`src/hw/rtl/q931_pkg.sv`:
```
// Package: call state, event and action codes, transition table and shared types.
package q931_pkg;

    localparam int unsigned STATE_W  = 4;
    localparam int unsigned EVENT_W  = 4;
    localparam int unsigned ACTION_W = 4;
    localparam int unsigned COUNT_W  = 8;
    localparam int unsigned NUM_TMO  = 6;
    localparam int unsigned TMO_IDX_W = $clog2(NUM_TMO);
    localparam int unsigned NUM_TRANS = 28;
    localparam int unsigned APB_ADDR_W = 5;
    localparam int unsigned APB_DATA_W = 32;

    // Call states
    localparam logic [STATE_W-1:0] ST_NULL        = 4'd0;
    localparam logic [STATE_W-1:0] ST_OUT_SETUP   = 4'd1;
    localparam logic [STATE_W-1:0] ST_OVERLAP     = 4'd2;
    localparam logic [STATE_W-1:0] ST_OUT_PROC    = 4'd3;
    localparam logic [STATE_W-1:0] ST_IN_OFFER    = 4'd4;
    localparam logic [STATE_W-1:0] ST_IN_PROC     = 4'd5;
    localparam logic [STATE_W-1:0] ST_CONN_PEND   = 4'd6;
    localparam logic [STATE_W-1:0] ST_CONNECTED   = 4'd7;
    localparam logic [STATE_W-1:0] ST_DISC_PEND   = 4'd8;
    localparam logic [STATE_W-1:0] ST_SEL_PROT    = 4'd9;
    localparam logic [STATE_W-1:0] ST_ACT_PROT    = 4'd10;

    // Events
    localparam logic [EVENT_W-1:0] EV_SETUP_REQ   = 4'd0;
    localparam logic [EVENT_W-1:0] EV_SETUP_RESP  = 4'd1;
    localparam logic [EVENT_W-1:0] EV_PROCEED_REQ = 4'd2;
    localparam logic [EVENT_W-1:0] EV_RELEASE_REQ = 4'd3;
    localparam logic [EVENT_W-1:0] EV_INC_SETUP   = 4'd4;
    localparam logic [EVENT_W-1:0] EV_CALL_PROC   = 4'd5;
    localparam logic [EVENT_W-1:0] EV_SETUP_ACK   = 4'd6;
    localparam logic [EVENT_W-1:0] EV_CONNECT     = 4'd7;
    localparam logic [EVENT_W-1:0] EV_CONNECT_ACK = 4'd8;
    localparam logic [EVENT_W-1:0] EV_DISCONNECT  = 4'd9;
    localparam logic [EVENT_W-1:0] EV_RELEASE     = 4'd10;
    localparam logic [EVENT_W-1:0] EV_REL_COMPL   = 4'd11;
    localparam logic [EVENT_W-1:0] EV_SELECT_ACK  = 4'd12;
    localparam logic [EVENT_W-1:0] EV_ACTIVATE_ACK = 4'd13;
    localparam logic [EVENT_W-1:0] EV_EXPIRY      = 4'd14;
    localparam logic [EVENT_W-1:0] EV_NONE        = 4'd15;

    // Actions
    localparam logic [ACTION_W-1:0] ACT_NONE    = 4'd0;
    localparam logic [ACTION_W-1:0] ACT_OUT1    = 4'd1;
    localparam logic [ACTION_W-1:0] ACT_NOTDONE = 4'd2;
    localparam logic [ACTION_W-1:0] ACT_OUT2    = 4'd3;
    localparam logic [ACTION_W-1:0] ACT_DISC1   = 4'd4;
    localparam logic [ACTION_W-1:0] ACT_DISC2   = 4'd5;
    localparam logic [ACTION_W-1:0] ACT_IN1     = 4'd6;
    localparam logic [ACTION_W-1:0] ACT_IN2     = 4'd7;
    localparam logic [ACTION_W-1:0] ACT_IN3     = 4'd8;
    localparam logic [ACTION_W-1:0] ACT_DISC3   = 4'd9;
    localparam logic [ACTION_W-1:0] ACT_SELP1   = 4'd10;
    localparam logic [ACTION_W-1:0] ACT_OPEN    = 4'd11;

    // Timeout register indexes
    localparam logic [TMO_IDX_W-1:0] TMO_CALL_PROC = 3'd0;
    localparam logic [TMO_IDX_W-1:0] TMO_DISC_REQ  = 3'd1;
    localparam logic [TMO_IDX_W-1:0] TMO_SEL_PROT  = 3'd2;
    localparam logic [TMO_IDX_W-1:0] TMO_ACT_PROT  = 3'd3;
    localparam logic [TMO_IDX_W-1:0] TMO_IN_PROC   = 3'd4;
    localparam logic [TMO_IDX_W-1:0] TMO_CONN_REQ  = 3'd5;

    typedef logic [COUNT_W-1:0] t_tmo_arr [NUM_TMO];

    localparam logic [COUNT_W-1:0] TMO_RESET [NUM_TMO] = '{
        8'd10, 8'd2, 8'd5, 8'd5, 8'd10, 8'd2
    };

    typedef struct packed {
        logic [STATE_W-1:0]  from_st;
        logic [STATE_W-1:0]  to_st;
        logic [EVENT_W-1:0]  ev;
        logic [ACTION_W-1:0] act;
    } t_trans;

    localparam t_trans TRANS_TAB [NUM_TRANS] = '{
        '{ST_NULL,      ST_OUT_SETUP, EV_SETUP_REQ,    ACT_OUT1},
        '{ST_OUT_SETUP, ST_OVERLAP,   EV_SETUP_ACK,    ACT_NOTDONE},
        '{ST_OUT_SETUP, ST_OUT_PROC,  EV_CALL_PROC,    ACT_NONE},
        '{ST_OUT_SETUP, ST_NULL,      EV_DISCONNECT,   ACT_OUT2},
        '{ST_OUT_PROC,  ST_SEL_PROT,  EV_CONNECT,      ACT_OUT2},
        '{ST_OUT_PROC,  ST_NULL,      EV_DISCONNECT,   ACT_DISC1},
        '{ST_OUT_PROC,  ST_DISC_PEND, EV_RELEASE_REQ,  ACT_DISC2},
        '{ST_NULL,      ST_IN_OFFER,  EV_INC_SETUP,    ACT_NONE},
        '{ST_IN_OFFER,  ST_IN_PROC,   EV_PROCEED_REQ,  ACT_IN1},
        '{ST_IN_OFFER,  ST_DISC_PEND, EV_RELEASE_REQ,  ACT_DISC2},
        '{ST_IN_PROC,   ST_CONN_PEND, EV_SETUP_RESP,   ACT_IN2},
        '{ST_IN_PROC,   ST_DISC_PEND, EV_RELEASE_REQ,  ACT_DISC2},
        '{ST_CONN_PEND, ST_SEL_PROT,  EV_CONNECT_ACK,  ACT_IN3},
        '{ST_CONNECTED, ST_NULL,      EV_DISCONNECT,   ACT_DISC1},
        '{ST_CONNECTED, ST_DISC_PEND, EV_RELEASE_REQ,  ACT_DISC2},
        '{ST_CONNECTED, ST_NULL,      EV_RELEASE,      ACT_DISC3},
        '{ST_DISC_PEND, ST_NULL,      EV_DISCONNECT,   ACT_DISC1},
        '{ST_DISC_PEND, ST_NULL,      EV_RELEASE,      ACT_DISC3},
        '{ST_SEL_PROT,  ST_ACT_PROT,  EV_SELECT_ACK,   ACT_SELP1},
        '{ST_SEL_PROT,  ST_DISC_PEND, EV_RELEASE_REQ,  ACT_DISC2},
        '{ST_ACT_PROT,  ST_CONNECTED, EV_ACTIVATE_ACK, ACT_OPEN},
        '{ST_ACT_PROT,  ST_DISC_PEND, EV_RELEASE_REQ,  ACT_DISC2},
        '{ST_OUT_PROC,  ST_DISC_PEND, EV_EXPIRY,       ACT_DISC2},
        '{ST_DISC_PEND, ST_NULL,      EV_EXPIRY,       ACT_DISC3},
        '{ST_SEL_PROT,  ST_DISC_PEND, EV_EXPIRY,       ACT_DISC2},
        '{ST_ACT_PROT,  ST_DISC_PEND, EV_EXPIRY,       ACT_DISC2},
        '{ST_IN_PROC,   ST_DISC_PEND, EV_EXPIRY,       ACT_DISC2},
        '{ST_CONN_PEND, ST_CONN_PEND, EV_EXPIRY,       ACT_IN2}
    };

    // Outcome of one item: result word and next call/timer state.
    typedef struct packed {
        logic                res_valid;
        logic                from_timeout;
        logic                accepted;
        logic [ACTION_W-1:0] action;
        logic [STATE_W-1:0]  nxt_state;
        logic [COUNT_W-1:0]  nxt_count;
        logic                nxt_running;
    } t_step;

endpackage

```
`src/hw/rtl/q931_step.sv`:
```
// Combinational next-state logic for one item: lookup, timer reload and countdown.
module q931_step (
    input  logic                            i_func,
    input  logic [q931_pkg::EVENT_W-1:0]    i_event_code,
    input  logic [q931_pkg::STATE_W-1:0]    i_state,
    input  logic [q931_pkg::COUNT_W-1:0]    i_count,
    input  logic                            i_running,
    input  q931_pkg::t_tmo_arr              i_tmo,
    output q931_pkg::t_step                 o_step
);
    import q931_pkg::*;

    logic [EVENT_W-1:0]   ev;
    logic                 expire;
    logic                 hit;
    logic [STATE_W-1:0]   hit_to;
    logic [ACTION_W-1:0]  hit_act;
    logic                 to_timed;
    logic [TMO_IDX_W-1:0] to_idx;

    // Ticks map to the expiry event; meaningless codes match nothing.
    always_comb begin
        if (i_func) begin
            ev = EV_EXPIRY;
        end else if (i_event_code <= EV_ACTIVATE_ACK) begin
            ev = i_event_code;
        end else begin
            ev = EV_NONE;
        end
    end

    assign expire = i_func && i_running && (i_count <= COUNT_W'(1));

    // Keys are unique; scan high to low so the first entry wins anyway.
    always_comb begin
        hit     = 1'b0;
        hit_to  = i_state;
        hit_act = ACT_NONE;
        for (int k = NUM_TRANS - 1; k >= 0; k--) begin
            if (TRANS_TAB[k].from_st == i_state && TRANS_TAB[k].ev == ev) begin
                hit     = 1'b1;
                hit_to  = TRANS_TAB[k].to_st;
                hit_act = TRANS_TAB[k].act;
            end
        end
    end

    always_comb begin
        to_timed = 1'b1;
        to_idx   = TMO_CALL_PROC;
        case (hit_to)
            ST_OUT_PROC:  to_idx = TMO_CALL_PROC;
            ST_DISC_PEND: to_idx = TMO_DISC_REQ;
            ST_SEL_PROT:  to_idx = TMO_SEL_PROT;
            ST_ACT_PROT:  to_idx = TMO_ACT_PROT;
            ST_IN_PROC:   to_idx = TMO_IN_PROC;
            ST_CONN_PEND: to_idx = TMO_CONN_REQ;
            default:      to_timed = 1'b0;
        endcase
    end

    always_comb begin
        o_step              = '0;
        o_step.from_timeout = i_func;
        o_step.nxt_state    = i_state;
        o_step.nxt_count    = i_count;
        o_step.nxt_running  = i_running;
        if (i_func && !expire) begin
            // Plain countdown, or idle tick: no result.
            if (i_running) begin
                o_step.nxt_count = i_count - COUNT_W'(1);
            end
        end else begin
            o_step.res_valid = 1'b1;
            if (expire) begin
                o_step.nxt_count   = '0;
                o_step.nxt_running = 1'b0;
            end
            if (hit) begin
                o_step.accepted    = 1'b1;
                o_step.action      = hit_act;
                o_step.nxt_state   = hit_to;
                o_step.nxt_running = to_timed;
                o_step.nxt_count   = to_timed ? i_tmo[to_idx] : '0;
            end
        end
    end

endmodule

```
`src/hw/rtl/q931_call_state_machine.sv`:
```
// Top level: Q.931 call-control state machine with one-second state timer.
//
// Input channel (i_in_valid / o_in_stall) carries one word per item: i_func
// selects a call event (0) or a one-second tick (1); i_event_code is the event.
// Output channel (o_out_valid / i_out_stall) carries one result word per call
// event and per timer expiry; plain countdown ticks and ticks with the timer
// stopped give no word.
// A taken word sits in the input register, is evaluated from there and its
// result is loaded into the result register.
// Throughput: one item per cycle while the output is not stalled; the transition
// lookup and timer decrement both fit between the input and result registers,
// so the item after this one already sees the updated state.
// A stall on the output holds the result word; the input register then holds
// its word too and o_in_stall rises, so nothing is dropped or repeated.
// Reset (i_rst_n low, synchronous) returns to the null state with the timer
// stopped, loads the default timeouts and empties both registers.
// Six 8-bit timeout registers sit on the APB port at byte addresses 0..20,
// in steps of 4; a new timeout only takes effect at the next reload.
module q931_call_state_machine (
    input  logic                               i_clk,
    input  logic                               i_rst_n,
    // item in
    input  logic                               i_in_valid,
    output logic                               o_in_stall,
    input  logic                               i_func,
    input  logic [q931_pkg::EVENT_W-1:0]       i_event_code,
    // result out
    output logic                               o_out_valid,
    input  logic                               i_out_stall,
    output logic                               o_from_timeout,
    output logic                               o_accepted,
    output logic [q931_pkg::STATE_W-1:0]       o_old_state,
    output logic [q931_pkg::STATE_W-1:0]       o_new_state,
    output logic [q931_pkg::ACTION_W-1:0]      o_action_code,
    output logic                               o_timer_armed,
    // configuration
    input  logic                               psel,
    input  logic                               penable,
    input  logic                               pwrite,
    input  logic [q931_pkg::APB_ADDR_W-1:0]    paddr,
    input  logic [q931_pkg::APB_DATA_W-1:0]    pwdata,
    output logic [q931_pkg::APB_DATA_W-1:0]    prdata,
    output logic                               pready
);
    import q931_pkg::*;

    // Timeout registers
    logic [COUNT_W-1:0]   r_tmo [NUM_TMO];
    logic [TMO_IDX_W-1:0] cfg_idx;
    logic                 cfg_in_range;
    logic                 cfg_wr;

    // Input register
    logic                 r_in_valid;
    logic                 r_func;
    logic [EVENT_W-1:0]   r_event_code;

    // Call and timer state
    logic [STATE_W-1:0]   r_state;
    logic [COUNT_W-1:0]   r_count;
    logic                 r_running;

    // Result register
    logic                 r_out_valid;
    logic                 r_from_timeout;
    logic                 r_accepted;
    logic [STATE_W-1:0]   r_old_state;
    logic [STATE_W-1:0]   r_new_state;
    logic [ACTION_W-1:0]  r_action;
    logic                 r_armed;

    t_step                step;
    logic                 fire;
    logic                 in_take;

    // ---------------------------------------------------------------- APB
    assign pready       = 1'b1;
    assign cfg_idx      = paddr[TMO_IDX_W+1:2];
    assign cfg_in_range = (cfg_idx < TMO_IDX_W'(NUM_TMO));
    assign cfg_wr       = psel && penable && pwrite && cfg_in_range;

    always_comb begin
        prdata = '0;
        if (cfg_in_range) begin
            prdata = APB_DATA_W'(r_tmo[cfg_idx]);
        end
    end

    always_ff @(posedge i_clk) begin
        if (!i_rst_n) begin
            r_tmo <= TMO_RESET;
        end else if (cfg_wr) begin
            r_tmo[cfg_idx] <= pwdata[COUNT_W-1:0];
        end
    end

    // ---------------------------------------------------------------- step
    q931_step u_step (
        .i_func       (r_func),
        .i_event_code (r_event_code),
        .i_state      (r_state),
        .i_count      (r_count),
        .i_running    (r_running),
        .i_tmo        (r_tmo),
        .o_step       (step)
    );

    // Evaluate the held word once the result slot is free or draining.
    assign fire       = r_in_valid && (!r_out_valid || !i_out_stall);
    assign o_in_stall = r_in_valid && !fire;
    assign in_take    = i_in_valid && !o_in_stall;

    // Input register: load on accept, drop once evaluated.
    always_ff @(posedge i_clk) begin
        if (!i_rst_n) begin
            r_in_valid <= 1'b0;
        end else if (in_take) begin
            r_in_valid <= 1'b1;
        end else if (fire) begin
            r_in_valid <= 1'b0;
        end
    end

    always_ff @(posedge i_clk) begin
        if (in_take) begin
            r_func       <= i_func;
            r_event_code <= i_event_code;
        end
    end

    // Advance call state and timer on every evaluated word.
    always_ff @(posedge i_clk) begin
        if (!i_rst_n) begin
            r_state   <= ST_NULL;
            r_count   <= '0;
            r_running <= 1'b0;
        end else if (fire) begin
            r_state   <= step.nxt_state;
            r_count   <= step.nxt_count;
            r_running <= step.nxt_running;
        end
    end

    // Result register: hold under stall, clear when taken with nothing new.
    always_ff @(posedge i_clk) begin
        if (!i_rst_n) begin
            r_out_valid <= 1'b0;
        end else if (fire) begin
            r_out_valid <= step.res_valid;
        end else if (!i_out_stall) begin
            r_out_valid <= 1'b0;
        end
    end

    always_ff @(posedge i_clk) begin
        if (fire && step.res_valid) begin
            r_from_timeout <= step.from_timeout;
            r_accepted     <= step.accepted;
            r_old_state    <= r_state;
            r_new_state    <= step.nxt_state;
            r_action       <= step.action;
            r_armed        <= step.nxt_running;
        end
    end

    assign o_out_valid    = r_out_valid;
    assign o_from_timeout = r_from_timeout;
    assign o_accepted     = r_accepted;
    assign o_old_state    = r_old_state;
    assign o_new_state    = r_new_state;
    assign o_action_code  = r_action;
    assign o_timer_armed  = r_armed;

endmodule

```
`config.mk`:
```
export PLATFORM = sky130hd
export DESIGN_NAME = q931_call_state_machine
export DESIGN_NICKNAME = d
export VERILOG_FILES = /design/src/hw/rtl/q931_pkg.sv /design/src/hw/rtl/q931_step.sv /design/src/hw/rtl/q931_call_state_machine.sv
export SDC_FILE = /design/constraint.sdc
export NUM_CORES = 1
export LEC_CHECK = 0
export ABC_AREA = 1
export BUFFER_PORTS_ARGS = -buffer_cell sky130_fd_sc_hd__clkbuf_2
export CORE_UTILIZATION = 60
export CTS_CLUSTER_DIAMETER = 80
export CTS_CLUSTER_SIZE = 14
export DETAILED_ROUTE_END_ITERATION = 10
export GPL_TIMING_DRIVEN = 0
export PLACE_DENSITY_LB_ADDON = 0.2
export SLEW_MARGIN = 40
export SYNTH_ARGS = -nofsm -noshare
export SYNTH_HDL_FRONTEND = slang
export SYNTH_SLANG_ARGS = --single-unit
```
`constraint.sdc`:
```
create_clock -name i_clk -period 4.5 [get_ports i_clk]
set_clock_uncertainty 0.2 [all_clocks]
set_input_delay 0.45 -clock i_clk [delete_from_list [all_inputs] [get_ports i_clk]]
set_output_delay 0.45 -clock i_clk [all_outputs]
set_load 0.02 [all_outputs]
```
# After elaboration in Yosys (flattened, before gate mapping)
# Index checks and enable logic that the tools add are counted.
word_totals:
  ff_bits: 83
  input_bits: 49
  out_inout_bits: 50
  word_cells: 227
classes:
  n_addsub: 1
  order_cmp: 6
  n_eq_ne: 30
  muxes: 110
  n_bitwise: 3
  n_reduce_logical: 55
ops:
  columns: ["operator", "count"]
  rows:
  - ["4-bit two-way mux", 55]
  - ["8-bit two-way mux", 9]
  - ["8-bit binary-select mux with 3-bit select", 2]
  - ["48-bit bitwise mux", 1]
  - ["1-bit logical AND", 39]
  - ["4-bit equality test, first input constant", 9]
  - ["1-bit two-way mux", 35]
  - ["3-bit by 4-bit equality test with 1-bit output, first input constant", 8]
  - ["8-bit demux with 3-bit select", 1]
  - ["18-bit two-way mux", 1]
  - ["3-bit one-hot mux with 5 select lines", 1]
  - ["14-bit OR reduction", 1]
  - ["2-bit by 4-bit equality test with 1-bit output, first input constant", 3]
  - ["4-bit equality test, second input constant", 3]
  - ["3-bit two-way mux", 4]
  - ["9-bit two-way mux", 1]
  - ["1-bit by 4-bit equality test with 1-bit output, first input constant", 2]
  - ["4-bit by 3-bit equality test with 1-bit output, second input constant", 2]
  - ["4-bit >= comparator, second input constant", 2]
  - ["8-bit by 1-bit less-or-equal comparator with 1-bit output, second input constant", 1]
  - ["4-bit zero test", 2]
  - ["3-bit inverter with 4-bit output", 2]
  - ["8-bit by 1-bit subtractor with 8-bit output, second input constant", 1]
  - ["7-bit OR reduction", 1]
  - ["other kinds (15)", 19]

# Logic depth before layout (Yosys ltp)
# Gate-level depths: netlist (run 1).
depth:
  ltp_word: 42
  depth_mapped: 23

# Hierarchy
# From an unflattened synthesis (run 1), not the netlist that was laid out.
hier_totals:
  cells_unflattened: 909
  area_unflattened_um2: 5764.3
by_module_without_submodules:
  columns: ["module", "n_inst", "cells_each", "area_per_inst_um2", "seq_area_each_um2"]
  rows:
  - ["q931_call_state_machine", 1, 521, 3895.0, 1861.8]
  - ["q931_step", 1, 388, 1869.3, 0.0]

# Least setup slack after synthesis (run 1)
# No wires, ideal clock.
synth_path:
  path_kind: "register to register"
  from: "register r_func"
  to: "register r_armed, in the netlist o_timer_armed, data pin"
  setup_time_ps: 273
  arrival_ps: 2134
  t_required_ps: 4027
  path_slack_ps: 1893
  stages_incl_launch_ff: 21
  path_buffers: 2
  synth_period_minus_slack_ps: 2607
  path_cell_list: "edfxtp_1 buf_4 nor3_4 inv_2 nor2_4 nand2_1 nand2_1 nor2_1 nand3_1 nand2_1 nand2_1 nand2_2 nand4_4 nand2_2 nand2_1 nand2_2 nand2_2 buf_4 nand2_1 nand2_1 o21ai_1"
synth_rtl:
  columns: ["item", "line_no", "text"]
  rows:
  - ["start: declaration", "q931_call_state_machine.sv:55", "logic r_func;"]
  - ["start signal: assignment", "q931_call_state_machine.sv:126", "r_func <= i_func;"]
  - ["end signal: assignment", "q931_call_state_machine.sv:162", "r_armed <= step.nxt_running;"]
  - ["end: declaration", "q931_call_state_machine.sv:70", "logic r_armed;"]

# Final worst setup path (run 1)
layout_path:
  from: "register r_func"
  to: "register r_count[4]"
layout_via:
  elab_chain_len: 40
  word_cells_on_any_way: 122
  cone_classes: "eq/ne (20); mux (65); bitwise (1); reduce/logical (36)"
layout_lines:
  columns: ["item", "line_no", "text"]
  rows:
  - ["4-bit two-way mux", "q931_step.sv:23", "if (i_func) begin"]
  - ["4-bit equality test", "q931_step.sv:40", "if (TRANS_TAB[k].from_st == i_state && TRANS_TAB[k].ev == ev) begin"]
  - ["1-bit logical AND", "q931_step.sv:40", null]
  - ["4-bit two-way mux (28 in series)", "q931_step.sv:40", null]
  - ["4-bit by 3-bit equality test with 1-bit output / 4-bit equality test (equally long branches)", "q931_step.sv:51", "case (hit_to)"]
  - ["3-bit one-hot mux with 5 select lines", "q931_step.sv:51", null]
  - ["3-bit inverter with 4-bit output (implied by the code)", "q931_step.sv:84", "o_step.nxt_count = to_timed ? i_tmo[to_idx] : '0;"]
  - ["8-bit binary-select mux with 3-bit select", "q931_step.sv:84", null]
  - ["8-bit two-way mux (implied by the code) (2 in series)", "q931_step.sv:84", null]
  - ["8-bit two-way mux", "q931_step.sv:84", null]
  - ["18-bit two-way mux", "q931_step.sv:79", "if (hit) begin"]
  - ["8-bit two-way mux", "q931_step.sv:68", "if (i_func && !expire) begin"]
  - ["end signal: assignment", "q931_call_state_machine.sv:139", "r_count <= step.nxt_count;"]
  - ["end: declaration", "q931_call_state_machine.sv:60", "logic [COUNT_W-1:0] r_count;"]
# Several ways; a longest one is shown, not always the timed one. The select of a mux whose other input is x is not followed.
# A chain may end at the register's enable or synchronous reset.

==> results_dict.tcl, run 1 <==
set metrics [dict create \
    powerDensity_nw_per_um2 288.4 \
    drv_slew 0 \
    synth-seq-cells 83 \
    synth_cell_types 44 \
    wl_met1_um 5801 \
    critPathSlowestCell "edfxtp_1" \
    setup_violations 0 \
    holdCritPathClass "input port to flop" \
    max_freq_ghz 0.3019 \
    finalCriticalPeriod_ns 3.313 \
    cts.clk_slew.worst_paths_ns 0.09 \
    fin_util_pct 69.85 \
    cp.required_ns 4.60 \
    dp.final_hpwl_um 11040 \
    clock_latency_ns 0.36 \
    dr_wl_met3_um 1283 \
    pre_cts_slack_ns 1.295 \
    irDropWorstVdd_mv 0.2100 \
    crit_path_cell_trace "buf_4, inv_2, buf_6, nand3_4, nor2_4, nand2_1, nand4_1, nand4_1, nor2_2, nand2_1, inv_2, nand3_4, nand2_4, buf_6, nand2_1, nand3_1, nand2_1, nand2_1, nand3_1, a21oi_1" \
    synthCells 724 \
    drt_pass1_iterations 5 \
    dieArea_um2 8824 \
    synth.avg_cell_area_um2 7.004 \
    crit_buf_inv 5 \
    slew_headroom_pct 50.99 \
    ys_warn_count 0 \
    drt-wirelength-per-cell_um 16.15 \
    synth_largest_area_cell "dfxtp_1" \
    path_class "flop to flop" \
    clockBufferDepth 2 \
    grt_max_degree 17 \
    cts_hold_buffers 0 \
    fp.dieW_um 93.94 \
    synthesis.area_um2 5071 \
    nets 853 \
    status "completed" \
    grt_overflow 0 \
    synth_top_flop_cell "dfxtp_1" \
    critPathMaxStageDelay_ns 0.39 \
    num_rows 33 \
    cp-end-kind "flop" \
    cts.htree.levels 3 \
    async_reset_ff_share_pct 0 \
    start_util_pct 61.72 \
    finalHoldViolCount 0 \
    globalRouteTotalUtil_pct 34.75 \
    post_drt_via_cell_ratio 5.816 \
    numPortBuffers 44 \
    top_layer_used "met4" \
    worst_pin_slew_ns 0.7311 \
    ios 99 \
    core-area_um2 8217 \
    leakage_nw 2.601 \
    ctsResizeCount 0 \
    arrival_ns 3.41 \
    synth_area_leaders "dfxtp_1, edfxtp_1, nand2_1" \
    mostFrequentLayoutCell "nand2_1" \
    postCtsSetupRepairBufs 0 \
    drive_above_1_share_pct 18.59 \
    seq_area_frac_synth_pct 36.71 \
    drtAntennaViolNets 0 \
    die_y_um 93.94 \
    cts_inserted_buffers 9 \
    maxCapViolCount 0 \
    grt_pass1_wl_um 23340 \
    synth_edf_count 20 \
    start_kind "flop" \
    diodes 0 \
    cts_sinks 83 \
    wl_met2_um 7009 \
    syn_to_final_growth_pct 13.18 \
    worstPathMaxFanout 10 \
    drt_iter0_drc 385 \
    cp_top_family "simple AND/OR/NAND/NOR gates" \
    drt-total-wl_um 14730 \
    timing.final.crit_share_pct 73.61 \
    place_congestion 0.9480 \
    final_cell_mix "nand2_1, nor2_1, nand3_1" \
    num_vias 5304 \
    synth_top_area_share_pct 24.87 \
    drc_errors 0 \
    crit_path_frequent_cell "nand2_1" \
    antenna_found_initial 0 \
    cts_tree "yes" \
    cts_root_buffer "clkbuf_8" \
    setup_tns_ns 0 \
    first_global_vias 4897 \
    rsz0062_at_grt "false" \
    setup_ws_ns 1.187 \
]
-- through the flow --
step / area [um2] / instances / hold slack (ns) / power, mW
after floorplan: 5157 / 747 / 0.2277 / 1.032
after global placement: 5509 / 896 / 0.2293 / 1.106
after detailed placement: 5542 / 896 / 0.2390 / 1.114
after CTS: 5734 / 912 / 0.05565 / 1.643
after global routing: 5739 / 912 / 0.05150 / 1.712
final: 5739 / 912 / 0.05538 / 1.655
-- where the power goes --
part / switching (mW) / leakage [nW] / internal [mW]
clock: 0.289 / 0.0945 / 0.261
sequential: 0.0162 / 0.696 / 0.784
combinational: 0.209 / 1.81 / 0.0956
-- per-layer routing --
| layer | GRT usage (%) | up-vias |
|---|---|---|
| met5 | 0 | - |
| met4 | 17.69 | 0 |
| met3 | 4.612 | 49 |
| met2 | 60.04 | 311 |
| met1 | 42.04 | 2394 |
| li1 | - | 2550 |
-- worst paths after layout --
path                                        from                        to  slack [ns]  cells after the start
worst min-delay path                      i_func          r_func$_DFFE_PP_        0.06                      1
worst max-delay path            r_func$_DFFE_PP_   r_count[4]$_SDFFE_PN0P_        1.19                     20
worst min register to register  r_func$_DFFE_PP_  o_from_timeout$_DFFE_PP_        0.26                      0
worst max register to register  r_func$_DFFE_PP_   r_count[4]$_SDFFE_PN0P_        1.19                     20
-- cell families (layout without fill, tap and decap cells) --
kind of cell	Yosys count	in the layout	synth area share, %
simple gates	389	389	36.44
compound gates	130	130	14.80
buf+inv	117	177	11.23
flops	83	83	36.71
fa+ha+maj	2	2	0.4934
other cells	2	25	0.1481
xor+xnor	1	1	0.1727
-- area by class of cell --
class,count,area (um2)
Buffer,45,299.0
Clock buffer,11,131.4
Clock inverter,5,61.31
Fill cell,700,2477
Inverter,72,270.3
Multi-Input combinational cell,547,2764
Sequential cell,83,1862
Tap cell,105,131.4
Timing Repair Buffer,44,220.2
-- flip-flops by register name, summed over array words and instances, names as in the netlist, 4 cells and up --
register and flops:
o_new_state 4, r_state 4, r_count 8, o_old_state 4, o_action_code 4, r_event_code 4
r_tmo 48
-- synth_stat cells, types with 16 or more instances --
| master | instances |
|---|---|
| nand2_1 | 158 |
| nor2_1 | 78 |
| nand3_1 | 75 |
| dfxtp_1 | 63 |
| inv_1 | 58 |
| o21ai_0 | 56 |
| a21oi_1 | 37 |
| buf_4 | 28 |
| edfxtp_1 | 20 |
| nand4_1 | 20 |
| a22oi_1 | 16 |
| nor3_1 | 16 |
(Power assumes the default switching activity.)
==> run 2, diff against run 1 <==
CORE_UTILIZATION = 56   (was 60)
clock period = 3.2 ns   (was 4.5 ns; I/O delays follow)
==> run 2 against run 1 <==
Against the previous run:
- global-route usage is 3.7 points lower
- cell count is 3.7% higher
- die area is 7.0% higher
- routed wire length is 3.1% higher
- largest cell class unchanged
- clock power is 30% higher
- sequential cell count stayed put
- combinational power is 57% higher
- register-to-register slack worse by 1.1 ns
- final area is 7.2% higher
- fmax is 8.1% higher
- clock-buffer cell count is 1 lower
- power is 40% higher
==> results_dict.tcl, run 2 (same netlist as run 1, synthesis figures left out) <==
set metrics [dict create \
    path_class "flop to flop" \
    powerDensity_nw_per_um2 377.2 \
    finalCriticalPeriod_ns 3.065 \
    place_congestion 0.9573 \
    setup_tns_ns 0 \
    mostFrequentLayoutCell "nand2_1" \
    ios 99 \
    grt_pass1_wl_um 23500 \
    critPathSlowestCell "edfxtp_1" \
    drt_iter0_drc 456 \
    drtAntennaViolNets 0 \
    syn_to_final_growth_pct 21.32 \
    maxCapViolCount 0 \
    worst_pin_slew_ns 0.7911 \
    max_freq_ghz 0.3263 \
    regMostFlops "r_tmo" \
    cts_sinks 83 \
    die_y_um 97.16 \
    fp.dieW_um 97.16 \
    globalRouteTotalUtil_pct 31.10 \
    place_area_um2 5545 \
    clockBufferDepth 2 \
    pre_cts_slack_ns -0.03452 \
    holdCritPathClass "input port to flop" \
    worstPathMaxFanout 9 \
    top_regs "r_tmo: 48 flops, r_count: 8 flops" \
    min_path_cells 3 \
    leakage_nw 2.813 \
    post_drt_via_cell_ratio 5.728 \
    cts_inserted_buffers 9 \
    drc_errors 0 \
    setup_violations 0 \
    stdcell_area_um2 6152 \
    antenna_found_initial 0 \
    setup_ws_ns 0.1352 \
    diodes 0 \
    r2r_cells 14 \
    grt_overflow 0 \
    core-area_um2 8763 \
    dieArea_um2 9440 \
    drv_slew 0 \
    cts.clk_slew.worst_paths_ns 0.10 \
    cts.htree.levels 3 \
    num_vias 5419 \
    start_kind "flop" \
    grt_max_degree 17 \
    status "completed" \
    clock_latency_ns 0.36 \
    num_rows 34 \
    irDropWorstVdd_mv 0.2456 \
    drt-wirelength-per-cell_um 16.05 \
    final_cell_mix "nand2_1, nand3_1, nor2_1" \
    drt_pass1_iterations 5 \
    dp.final_hpwl_um 10750 \
    cp.required_ns 3.26 \
    drive_above_1_share_pct 23.63 \
    slew_headroom_pct 47.20 \
    fin_util_pct 70.20 \
    critPathMaxStageDelay_ns 0.41 \
    numPortBuffers 44 \
    crit_path_cell_trace "buf_6, inv_2, nand2_2, nor2_4, buf_4, nand3_1, nand3_1, a21oi_1, nand4_1, nand2_1, a21oi_2, inv_1, a31oi_1, a21oi_2" \
    cts_tree "yes" \
    timing.final.crit_share_pct 95.77 \
    drt-total-wl_um 15190 \
    cts_root_buffer "clkbuf_8" \
    start_util_pct 57.87 \
    cp-end-kind "flop" \
    timing.hold.ws_ns 0.02169 \
    finalHoldViolCount 0 \
    largest_reg_flops 48 \
    nets 884 \
    rsz0062_at_grt "true" \
    arrival_ns 3.12 \
    first_global_vias 4800 \
]
run 2: changes by cell type in the layout (fill, tap and decap cells not counted), sizes merged:
cell / change
clkinvlp: -1
bufinv: -1
dlygate4sd3: +5
clkbuf: +2
buf: +23
inv: +1
clkinv: +2
run 2: path summary, 6_finish.rpt:
| check | start | to | slack (ns) |
|---|---|---|---|
| worst max-delay path | r_func$_DFFE_PP_ | r_count[6]$_SDFFE_PN0P_ | 0.14 |
| worst min-delay path | i_out_stall | o_out_valid$_SDFFE_PN0P_ | 0.02 |
| worst max register to register | r_func$_DFFE_PP_ | r_count[6]$_SDFFE_PN0P_ | 0.14 |
| worst min register to register | r_tmo[4]$_SDFFE_PN0P_ | r_tmo[4]$_SDFFE_PN0P_ | 0.27 |
run 2: routing by layer:
metal | up-vias | global-route usage (%) | part of all wire, %
met1 | 2422 | 39.82 | 39
met3 | 54 | 4.460 | 9.3
met4 | 0 | 15.96 | 4.3
li1 | 2610 | - | -
met5 | - | 0 | 0
met2 | 333 | 51.08 | 47
run 2: repair_timing:
action / CTS / global route
setup endpoints to repair: 3 / 10
setup buffers: 2 / 23
gates resized for setup: 0 / 41
hold buffers: 5 / 0
hold endpoints to repair: 5 / 0
gates cloned: 0 / 1
pin swaps: 4 / 16
run 2: area by class of cell:
type,instances,area (um2)
clock inverters,6,48.80
clock buffers,10,127.6
fillers,722,2611
plain buffers,45,324.1
flip-flops and latches,83,1864
inverters,72,270.3
multi-input cells,547,2889
repair buffers,75,493.0
well taps,108,135.1
run 2: worst max-delay path, delay by kind of cell (launching register included):
family | cells | cell delay (ns)
compound gates | 4 | 0.70
flops | 1 | 0.41
simple gates | 6 | 1.05
buf+inv | 4 | 0.60
run 2: metrics by stage:
step / total power [mW] / cells
floorplan: 1.451 / 747
global placement: 1.556 / 899
detailed placement: 1.565 / 899
CTS: 2.274 / 922
global route: 2.409 / 946
finish: 2.321 / 946
run 2: where the power goes:
group | switching [mW] | internal [mW]
clock network | 0.422 | 0.293
logic | 0.313 | 0.166
registers | 0.0232 | 1.10
==> run 3, diff against run 2 <==
ABC_AREA = 0   (was 1)
CORE_UTILIZATION = 45   (was 56)
==> run 3 against run 2 <==
Against the previous run:
- the run now ends with DRC, setup timing left
- fmax shrank 7.1%
- register-to-register slack got worse by 0.24 ns
- utilization fell by 11 points
- sequential cell count unchanged
- critical endpoint is now r_count[7]$_SDFFE_PN0P_
- largest power group unchanged
- non-clock buffer count grew 25
- power is 1.1% higher
- hold slack gained 0.069 ns
- clock-buffer cell count stayed put
==> results_dict.tcl, run 3 <==
set metrics [dict create \
    status "finished with violations" \
    violations "DRC, setup timing" \
    power_switching_share_pct 26.38 \
    reg2reg_to "r_count[7]$_SDFFE_PN0P_" \
    synthesis.area_um2 5431 \
    seqPwrFrac_pct 47.1 \
    worstPathMaxFanout 4 \
    max_freq_ghz 0.3030 \
    rsz0062_at_grt "true" \
    grt_overflow 0 \
    cts_tree "yes" \
    cp-end-kind "flop" \
    powerDensity_nw_per_um2 342.7 \
    dp.final_hpwl_um 11700 \
    start_util_pct 46.77 \
    grt_pass1_wl_um 25940 \
    stdcell_area_um2 6847 \
    drv_slew 0 \
    slew_headroom_pct 47.45 \
    nets 769 \
    cts_sinks 83 \
    die_y_um 111.9 \
    cp.required_ns 3.23 \
    ys_warn_count 0 \
    synth.avg_cell_area_um2 8.978 \
    globalRouteTotalUtil_pct 26.86 \
    power_mw 2.347 \
    setup_violations 7 \
    grt_max_degree 16 \
    clockBufferDepth 2 \
    top_regs "r_tmo: 48 flops, r_count: 8 flops" \
    drive_above_1_share_pct 29.05 \
    place_area_um2 5954 \
    clock_latency_ns 0.35 \
    synthCells 605 \
    irDropWorstVdd_mv 0.3377 \
    finalHoldViolCount 0 \
    drt-wirelength-per-cell_um 19.75 \
    drt_iter0_drc 636 \
    final_cell_mix "dfxtp_1, mux2i_1, buf_4" \
    r2r_start "r_func$_DFFE_PP_" \
    pwr-share-comb_pct 13.0 \
    worst_pin_slew_ns 0.7882 \
    p_int_mw 1.728 \
    seq_area_frac_synth_pct 34.28 \
    place_congestion 0.9839 \
    min_from "pwdata[2]" \
    syn_to_final_growth_pct 26.05 \
    num_rows 39 \
    switchingPower_uw 619.0 \
    first_global_vias 4886 \
    drtAntennaViolNets 0 \
    synth_cell_types 85 \
    finalCriticalPeriod_ns 3.301 \
    netlist_top_cells_count "dfxtp_1, mux2i_1, nor2b_1, nand2_1, nor2_1" \
    timing.hold.ws_ns 0.09076 \
    maxCapViolCount 0 \
    path_class "flop to flop" \
    core-area_um2 11610 \
    diodes 0 \
    r2r_setup_slack_ns -0.10 \
    min_path_cells 3 \
    ios 99 \
    synth_area_leaders "dfxtp_1, edfxtp_1, mux2i_1" \
    drt-total-wl_um 17100 \
    leakage_nw 2.631 \
    cts.clk_slew.worst_paths_ns 0.06 \
    dieArea_um2 12510 \
    stdcell_count 866 \
    largest_reg_flops 48 \
    cts_inserted_buffers 9 \
    cts_root_buffer "clkbuf_16" \
    holdCritPathClass "input port to flop" \
    yosysMostFrequentCell "dfxtp_1" \
    post_drt_via_cell_ratio 6.053 \
    r2r_cells 11 \
    numPortBuffers 44 \
    setup_ws_ns -0.1007 \
    start_kind "flop" \
    antenna_found_initial 0 \
    dpl.cell_count 817 \
    drc_errors 3 \
    cts.htree.levels 3 \
    regMostFlops "r_tmo" \
    drt_pass1_iterations 10 \
    pwr-share-clk_pct 39.9 \
    fp.dieW_um 111.9 \
    timing.final.crit_share_pct 103.1 \
    setup_tns_ns -0.4368 \
    synth_top_area_share_pct 23.22 \
    arrival_ns 3.33 \
    synth_edf_count 20 \
    synth_top_flop_cell "dfxtp_1" \
    worstHoldEndpoint "r_tmo[18]$_SDFFE_PN1P_" \
    num_vias 5242 \
    mostFrequentLayoutCell "dfxtp_1" \
    async_reset_ff_share_pct 0 \
    synth_largest_area_cell "dfxtp_1" \
    synth-seq-cells 83 \
]
run 3: cell count changes after synthesis, sizes merged, moves of 13 or more:
cell   previous run  this run
nand3            84        28
nand4            22         3
nand2           171        41
nor2             85        34
buf              33        50
a21oi            40        27
o21ai            59        36
mux2i             0        56
nor2b             0        47
inv              71        11
run 3: cell type report:
cell class / instances / area [um2]
clock inverters: 6 / 32.53
well taps: 143 / 178.9
clock buffers: 10 / 229.0
flip-flops and latches: 83 / 1864
repair buffers: 78 / 503.0
fillers: 1027 / 4767
multi-input cells: 467 / 3536
plain buffers: 67 / 454.2
inverters: 12 / 48.80
run 3: power by group through the flow:
stage	logic (mW)	clock network [mW]	registers, mW
2_1_floorplan	0.184	0	1.13
3_3_place_gp	0.260	0	1.13
3_5_place_dp	0.265	0	1.13
4_1_cts	0.286	0.948	1.10
5_1_grt	0.324	0.986	1.11
6_report	0.306	0.936	1.10
run 3: through the flow:
| stage | util, % | setup WS, ns |
|---|---|---|
| 5_1_grt | 58.95 | -0.1675 |
| 4_1_cts | 56.60 | -0.1503 |
| 6_report | 58.95 | -0.1007 |
| 3_5_place_dp | 51.27 | -0.7021 |
| 2_1_floorplan | - | 0.1033 |
| 3_3_place_gp | 50.95 | -0.6682 |
run 3: metal layers:
layer / part of all wire, % / GRT usage [%] / wire length (um)
met4: 3.5 / 13.15 / 590
met3: 7.4 / 5.280 / 1272
met5: 0 / 0 / 0
met1: 41 / 32.80 / 7052
met2: 48 / 45.18 / 8185
run 3: how the worst max path moves through the flow:
| stage | to | slack (ns) | startpoint | cells past startpoint |
|---|---|---|---|---|
| after floorplan | r_count[2]$_SDFFE_PN0P_ | 0.10 | r_func$_DFFE_PP_ | 10 |
| after global placement | r_count[1]$_SDFFE_PN0P_ | -0.67 | r_func$_DFFE_PP_ | 11 |
| after detailed placement | r_count[1]$_SDFFE_PN0P_ | -0.70 | r_func$_DFFE_PP_ | 11 |
| after CTS | r_count[0]$_SDFFE_PN0P_ | -0.15 | r_func$_DFFE_PP_ | 11 |
| after global routing | r_count[1]$_SDFFE_PN0P_ | -0.17 | r_func$_DFFE_PP_ | 12 |
| final | r_count[7]$_SDFFE_PN0P_ | -0.10 | r_func$_DFFE_PP_ | 11 |
run 3: cell families after synthesis:
| logic type | count (synthesis) | synth area share (%) |
|---|---|---|
| buf+inv | 79 | 7.832 |
| compound gates | 143 | 19.17 |
| simple gates | 222 | 23.77 |
| fa+ha+maj | 2 | 0.4606 |
| mux | 67 | 13.22 |
| xor+xnor | 7 | 1.129 |
| flops | 83 | 34.28 |
| other cells | 2 | 0.1383 |
run 3: repair_timing:
item | CTS | global route
endpoints found under the hold margin | 6 | 0
pin swaps | 12 | 18
gates resized for setup | 40 | 55
buffers inserted | 15 | 11
setup endpoints to repair | 15 | 18
hold buffers | 6 | 0
gates cloned | 0 | 1
run 3: critical path, stage by stage (launching register included):
cell and delay [ns]:
edfxtp_1 0.41, buf_6 0.15, or4b_4 0.52, nor4_4 0.21
o21ai_2 0.11, a211o_1 0.32, o21ai_4 0.22, buf_6 0.17
nor4_4 0.06, buf_4 0.17, a221o_1 0.29, o32a_1 0.35
